[src/rtl/lla_pkg.sv]
// shared types and fixed field widths for the least-loaded assigner
// no dependencies
package lla_pkg;

   // fixed widths of the transaction fields
   localparam int JOB_W           = 16;
   localparam int BIN_INDEX_W     = 4;
   localparam int BIN_LOAD_W      = 32;
   localparam int BIN_COUNT_W     = 5;
   localparam int BIN_COUNT_RESET = 16;

   // control broadcast from the sequencer to every cell
   typedef struct packed {
      logic clear;   // zero the load
      logic write;   // selected cell takes the new load
   } lla_ctl_type;

endpackage

[src/rtl/lla_cell.sv]
// one bin of the assigner: holds its load and one stage of the minimum scan
// depends on lla_pkg for the control struct
module lla_cell #(
   parameter int LOAD_WIDTH = 32,
   parameter int IDX_W      = 4,
   parameter int INDEX      = 0
) (
   input  logic                   clock,
   input  logic                   reset,
   input  lla_pkg::lla_ctl_type   ctl,
   input  logic                   in_use,
   input  logic [IDX_W-1:0]       sel,
   input  logic [LOAD_WIDTH-1:0]  value,
   input  logic [LOAD_WIDTH-1:0]  prev_load,
   input  logic [IDX_W-1:0]       prev_idx,
   output logic [LOAD_WIDTH-1:0]  next_load,
   output logic [IDX_W-1:0]       next_idx
);
   import lla_pkg::*;

   logic [LOAD_WIDTH-1:0] load_ff, load_in;
   logic [LOAD_WIDTH-1:0] tok_load_ff, tok_load_in;
   logic [IDX_W-1:0]      tok_idx_ff, tok_idx_in;
   logic                  take;

   // load update: clear on a new set, write when this bin was chosen
   always_comb begin
      load_in = load_ff;
      if (ctl.clear) begin
         load_in = '0;
      end else if (ctl.write && (sel == IDX_W'(INDEX))) begin
         load_in = value;
      end
   end

   // scan stage: strictly smaller load wins, so ties keep the lower index
   assign take        = in_use && (load_ff < prev_load);
   assign tok_load_in = take ? load_ff : prev_load;
   assign tok_idx_in  = take ? IDX_W'(INDEX) : prev_idx;

   always_ff @(posedge clock) begin
      if (reset) begin
         load_ff <= '0;
      end else begin
         load_ff <= load_in;
      end
   end

   // token handed to the next cell
   always_ff @(posedge clock) begin
      tok_load_ff <= tok_load_in;
      tok_idx_ff  <= tok_idx_in;
   end

   assign next_load = tok_load_ff;
   assign next_idx  = tok_idx_ff;

endmodule

[src/rtl/least_loaded_assigner.sv]
// top level of the least-loaded assigner: sequencer, config register, cell row
// depends on lla_pkg and lla_cell
//
//  channel   handshake                 payload
//  request   start & !busy             req_job_size, req_new_set
//  response  rsp_strobe (one cycle)    rsp_bin_index, rsp_bin_load
//  config    csr_valid & csr_ready     csr_data (bin_count)
//
// a job goes from acceptance through the scan state, while the minimum token
// walks the cell row, and the place state; the response strobe is registered.
// busy is high over that span; a new job may start in the strobe cycle.
// reset is synchronous; loads clear to zero and bin_count returns to 16.
// the response cannot be stalled; csr_ready is low while busy.
module least_loaded_assigner #(
   parameter int MAX_BINS   = 16,
   parameter int LOAD_WIDTH = 32
) (
   input  logic                            clock,
   input  logic                            reset,
   input  logic                            start,
   output logic                            busy,
   input  logic [lla_pkg::JOB_W-1:0]       req_job_size,
   input  logic                            req_new_set,
   output logic                            rsp_strobe,
   output logic [lla_pkg::BIN_INDEX_W-1:0] rsp_bin_index,
   output logic [lla_pkg::BIN_LOAD_W-1:0]  rsp_bin_load,
   input  logic                            csr_valid,
   output logic                            csr_ready,
   input  logic [lla_pkg::BIN_COUNT_W-1:0] csr_data
);
   import lla_pkg::*;

   localparam int IDX_W = (MAX_BINS > 1) ? $clog2(MAX_BINS) : 1;
   localparam int CNT_W = (MAX_BINS > 1) ? $clog2(MAX_BINS) : 1;
   localparam int SUM_W = ((LOAD_WIDTH > JOB_W) ? LOAD_WIDTH : JOB_W) + 1;
   localparam logic [CNT_W-1:0] SCAN_LAST = CNT_W'(MAX_BINS - 1);

   typedef enum logic [1:0] {
      ST_IDLE,
      ST_SCAN,
      ST_PLACE
   } state_type;

   state_type                state_ff;
   logic [CNT_W-1:0]         cnt_ff;
   logic [JOB_W-1:0]         job_ff;
   logic [BIN_COUNT_W-1:0]   bin_count_ff;
   logic                     rsp_strobe_ff;
   logic [BIN_INDEX_W-1:0]   rsp_bin_index_ff;
   logic [BIN_LOAD_W-1:0]    rsp_bin_load_ff;

   logic                     accept;
   lla_ctl_type              ctl;
   logic [SUM_W-1:0]         sum;
   logic [LOAD_WIDTH-1:0]    sat_load;
   logic [MAX_BINS-1:0]      use_vec;

   logic [LOAD_WIDTH-1:0]    tok_load [0:MAX_BINS];
   logic [IDX_W-1:0]         tok_idx  [0:MAX_BINS];

   assign accept    = start && !busy;
   assign busy      = (state_ff != ST_IDLE);
   assign csr_ready = !busy;

   // broadcast control: clear at acceptance, write in the place cycle
   assign ctl.clear = accept && req_new_set;
   assign ctl.write = (state_ff == ST_PLACE);

   // saturating add on the winning load from the end of the row
   assign sum      = SUM_W'(tok_load[MAX_BINS]) + SUM_W'(job_ff);
   assign sat_load = (sum > SUM_W'({LOAD_WIDTH{1'b1}})) ? {LOAD_WIDTH{1'b1}}
                                                      : LOAD_WIDTH'(sum);

   // token entering the row: worst possible load, bin 0
   assign tok_load[0] = {LOAD_WIDTH{1'b1}};
   assign tok_idx[0]  = '0;

   // cell row
   for (genvar i = 0; i < MAX_BINS; i++) begin : g_cell
      // bin 0 is always in use; others below the configured count
      assign use_vec[i] = (i == 0) || (32'(i) < 32'(bin_count_ff));

      lla_cell #(
         .LOAD_WIDTH (LOAD_WIDTH),
         .IDX_W      (IDX_W),
         .INDEX      (i)
      ) u_cell (
         .clock     (clock),
         .reset     (reset),
         .ctl       (ctl),
         .in_use    (use_vec[i]),
         .sel       (tok_idx[MAX_BINS]),
         .value     (sat_load),
         .prev_load (tok_load[i]),
         .prev_idx  (tok_idx[i]),
         .next_load (tok_load[i+1]),
         .next_idx  (tok_idx[i+1])
      );
   end

   // bin count register
   always_ff @(posedge clock) begin
      if (reset) begin
         bin_count_ff <= BIN_COUNT_W'(BIN_COUNT_RESET);
      end else if (csr_valid && csr_ready) begin
         bin_count_ff <= csr_data;
      end
   end

   // sequencer and response registers
   always_ff @(posedge clock) begin
      if (reset) begin
         state_ff      <= ST_IDLE;
         cnt_ff        <= '0;
         rsp_strobe_ff <= 1'b0;
      end else begin
         rsp_strobe_ff <= 1'b0;
         case (state_ff)
            ST_IDLE: begin
               if (accept) begin
                  job_ff   <= req_job_size;
                  cnt_ff   <= '0;
                  state_ff <= ST_SCAN;
               end
            end
            ST_SCAN: begin
               // token passes through the register of each cell to reach the end
               if (cnt_ff == SCAN_LAST) begin
                  state_ff <= ST_PLACE;
               end else begin
                  cnt_ff <= cnt_ff + 1'b1;
               end
            end
            ST_PLACE: begin
               rsp_strobe_ff    <= 1'b1;
               rsp_bin_index_ff <= BIN_INDEX_W'(tok_idx[MAX_BINS]);
               rsp_bin_load_ff  <= BIN_LOAD_W'(sat_load);
               state_ff         <= ST_IDLE;
            end
            default: begin
               state_ff <= ST_IDLE;
            end
         endcase
      end
   end

   assign rsp_strobe    = rsp_strobe_ff;
   assign rsp_bin_index = rsp_bin_index_ff;
   assign rsp_bin_load  = rsp_bin_load_ff;

endmodule

[config.mk]
export PLATFORM = sky130hd
export DESIGN_NAME = least_loaded_assigner
export DESIGN_NICKNAME = d
export VERILOG_FILES = /design/src/rtl/lla_pkg.sv /design/src/rtl/lla_cell.sv /design/src/rtl/least_loaded_assigner.sv
export SDC_FILE = /design/constraint.sdc
export NUM_CORES = 2
export LEC_CHECK = 0
export BUFFER_PORTS_ARGS = -buffer_cell sky130_fd_sc_hd__buf_2
export CORE_MARGIN = 5
export CORE_UTILIZATION = 50
export CTS_CLUSTER_DIAMETER = 100
export DETAILED_ROUTE_END_ITERATION = 7
export GPL_TIMING_DRIVEN = 0
export PLACE_DENSITY = 0.64
export RECOVER_POWER = 50
export SKIP_LAST_GASP = 1
export SLEW_MARGIN = 10
export SYNTH_ARGS = -nofsm -noshare
export SYNTH_HDL_FRONTEND = slang
export SYNTH_SLANG_ARGS = --single-unit
[constraint.sdc]
create_clock -name clock -period 4.45 [get_ports clock]
set_input_delay 1.335 -clock clock [delete_from_list [all_inputs] [get_ports clock]]
set_output_delay 1.335 -clock clock [all_outputs]
set_load 0.03 [all_outputs]
==> summary.md <==
| Metric | Value |
|---|---|
| Outcome | `complete, but fails checks` |
| Failing checks | `capacitance limit, slew limit` |
| RSZ-0062 raised after global routing | `no` |
| Crit-path slowest cell | `clkbuf_1` |
| Fin util | `0.567` |
| Worst-path cell chain | `clkbuf_1 > nor2_1 > a31o_1 > clkbuf_1 > clkbuf_1 > clkbuf_2 > nor2_1` |
| PortBufs | `64` |
| Worst hold margin | `a little under 0.4 ns` |
| CP Capture Type | `flop` |
| Critical path type | `reg2reg` |
| DRC Markers | `0` |
| Initial detailed-routing violation count | `between 3000 and 4000` |
| Non-Filler Instances | `around 6500` |
| Post-Syn Nets | `5463` |
| Congestion Overflow GR | `0` |
| Row count | `between 100 and 150` |
| Worst min path class | `reg2reg` |
| Die H | `325 um` |
| Leakage Power | `0.0227 uW` |
| Worst-path clk slew | `0.06 ns` |
| R2R cell count | `7` |
| Post-Synthesis Cells | `4954` |
| Maximum clock rate | `0.226 GHz` |
| Met3 usage | `0.0543` |
| DR pass1 iterations | `7` |
| Synth area leaders | `dfxtp_1, ha_1, mux2_2, a21oi_1, o21ai_0` |
| CTS root buf | `clkbuf_16` |
| Yosys top cell by area | `dfxtp_1` |
| Synthesized flop and latch total | `1137` |
| Core Region | `98600 um2` |
| VDD IR max | `between 300 and 400 uV` |
| CP top delay family | `buffers and inverters` |
| Die ar. | `106000 um2` |
| Dominant synthesized flop cell | `dfxtp_1` |
| Routed WL per cell | `23.8 um` |
| Tcrit/Tclk final | `0.993` |
| WP depth | `7` |
| Top cell type's share of synthesized area | `0.436` |
| Total I/O pin count | `65` |
| Final TNS setup | `0 ns` |
| Insertion delay to the later sink of the worst-skew pair | `0.73 ns` |
| DIE WIDTH | `between 300 and 400 um` |
| Initial core utilization | `0.505` |
| Hold depth | `1` |
| Setup violators final | `0` |
| Asr flop ratio synth | `0` |
| Synth warnings | `0` |
| Cell Area, Synth | `49800 um2` |
| H-tree depth | `3` |
| Yosys cell types | `84` |
| Crit Path Max Fanout | `10` |
| Number of synthesized flops with an enable pin | `52` |
| Largest net degree at the start of global routing | `31` |
| CTS Buffer Depth | `3` |
| M2 GR Usage | `0.452` |
| Grt met1 use | `0.380` |
| TritonCTS buffer count | `116` |
| Final Slew Violations | `71` |
| Antenna Nets Post-Route | `0` |
| Post-layout nets | `approximately 5700` |
| First-pass GRT wire length | `228000 um` |
| Startpoint types | `flop` |
| Worst slew margin | `-0.113` |
| RD Place Congestion | `0.971` |
| GRT Total Usage | `0.283` |
| DR vias/cell | `a little under 6` |
| Post-Place Cells | `about 6300` |
| TritonCTS clock tree | `built` |
| Initial antenna violation count | `7` |
| Most used cell, CP | `clkbuf_1` |
| Crit path required time | `about 5.0 ns` |
| WP buf/inv | `4` |
| Post-Route WL | `approximately 160000 um` |
| Gr busiest metal | `met2` |
| Power Density | `376 nW/um2` |
| Worst slew pin tran | `1.67 ns` |
| Sink Count | `1137` |
| Clk_skew | `0.0444 ns` |
| # Post-CTS Setup Buffers | `0` |
| Via count | `37732` |
| Max-capacitance violation count | `5` |
| WP data arrival | `4.97 ns` |
| Syn avg cell area | `10.0 um2` |
| Final min period | `4.42 ns` |
| DPL Wire Length | `115000 um` |
| Worst path max stage delay | `1.21 ns` |
| Register area share after synthesis | `0.468` |
| Vias in the first global route | `35962` |
| Syn-to-layout area delta | `12.3%` |
| Layout cell share with drive strength beyond 1 | `0.137` |
| Final hold vios | `0` |
-- cell usage after synthesis (14+ instances only) --
master / instances
a211oi_1: 165
a21o_1: 34
a21oi_1: 414
a22o_1: 45
a31oi_1: 77
and2_1: 14
and3_1: 15
buf_2: 63
buf_4: 14
clkbuf_1: 206
dfxtp_1: 1085
edfxtp_1: 52
ha_1: 482
inv_1: 509
mux2_2: 449
mux2_4: 20
mux2i_1: 21
nand2_1: 127
nand2b_1: 25
nand3_1: 55
nand4_1: 60
nor2_1: 283
nor2b_1: 26
nor3_1: 42
o211ai_1: 16
o21ai_0: 403
or2_2: 23
-- registers in the layout, indices dropped and copies added, names as in the netlist --
register	count
g_cell.u_cell.load_ff	512
g_cell.u_cell.next_load	512
g_cell.u_cell.next_idx	49
rsp_bin_load	32
job_ff	16
bin_count_ff	5
cnt_ff	4
rsp_bin_index	4
state_ff	2
rsp_strobe	1
-- timing repair --
action | in CTS | in global routing
hold buffers | 0 | 0
setup endpoints to repair | 0 | 2
gates resized for setup | 0 | 1
-- logic make-up (layout without fill, tap and decap cells) --
kind of cell,Yosys count,after routing,share of synthesized area
compound gates,1283,1283,0.157
xor+xnor,17,17,0.00344
fa+ha+maj,483,483,0.122
buf+inv,799,1101,0.0637
flops,1137,1137,0.468
mux,503,503,0.115
other cells,0,3,0
simple gates,732,732,0.0715
-- cell type report --
type | count | area [um2]
clock buffers | 165 | 3370
plain buffers | 290 | 1170
clock inverters | 54 | 736
flip-flops and latches | 1137 | 23300
multi-input cells | 3018 | 23300
inverters | 509 | 1910
diodes | 3 | 7.51
repair buffers | 83 | 549
well taps | 1287 | 1610
fillers | 8679 | 42700
-- per-stage QoR --
stage	instance area, um2	power, uW	setup slack, ns
global route	55900	21600	0.0507
finish	55900	21000	0.0314
CTS	56200	21100	0.153
detailed placement	52100	10900	-0.232
global placement	51700	10900	-0.613
floorplan	49800	10700	0.946
-- metal layers --
metal	share of wire	wire [um]	vias up
met2	0.45	69700	1317
met1	0.43	67300	18242
met4	0.045	6970	2
li1	-	-	17857
met3	0.075	11600	314
met5	0.00011	17	-
-- final timing paths --
| path | endpoint | slack, ns | start |
|---|---|---|---|
| setup / recovery | g_cell[6].u_cell.load_ff[16]$_SDFFE_PP0P_ | 0.03 | state_ff[0]$_SDFFE_PP0P_ |
| hold / removal | g_cell[9].u_cell.next_idx[3]$_SDFF_PP1_ | 0.39 | g_cell[8].u_cell.next_idx[3]$_SDFF_PP1_ |
| setup reg to reg | g_cell[6].u_cell.load_ff[16]$_SDFFE_PP0P_ | 0.03 | state_ff[0]$_SDFFE_PP0P_ |
| hold reg to reg | g_cell[9].u_cell.next_idx[3]$_SDFF_PP1_ | 0.39 | g_cell[8].u_cell.next_idx[3]$_SDFF_PP1_ |
-- cells in the final DEF (no fill, tap or decap), types with 15 or more instances in the layout --
cell type / instances
clkbuf_16: 118
a22o_1: 45
a211oi_1: 166
or2_2: 23
mux2i_1: 21
inv_1: 509
nand2b_1: 25
nand4_1: 60
nor3_1: 44
clkinv_2: 25
a21o_1: 34
mux2_2: 362
o211ai_1: 16
mux2_1: 117
buf_2: 50
clkbuf_8: 24
and3_1: 15
ha_1: 482
clkbuf_1: 316
dfxtp_1: 1085
o21ai_0: 405
nand3_1: 55
a21oi_1: 414
nand2_1: 127
nor2_1: 270
a31oi_1: 80
edfxtp_1: 52
nor2b_1: 26
-- power by group --
part | internal (uW) | total [uW] | switching, uW
Clock | 6060 | 10300 | 4260
Sequential | 10300 | 10300 | 7.10
Combinational | 86.0 | 430 | 344
Total | 16400 | 21000 | 4610
No activity file was read; power rests on OpenSTA's default activity.
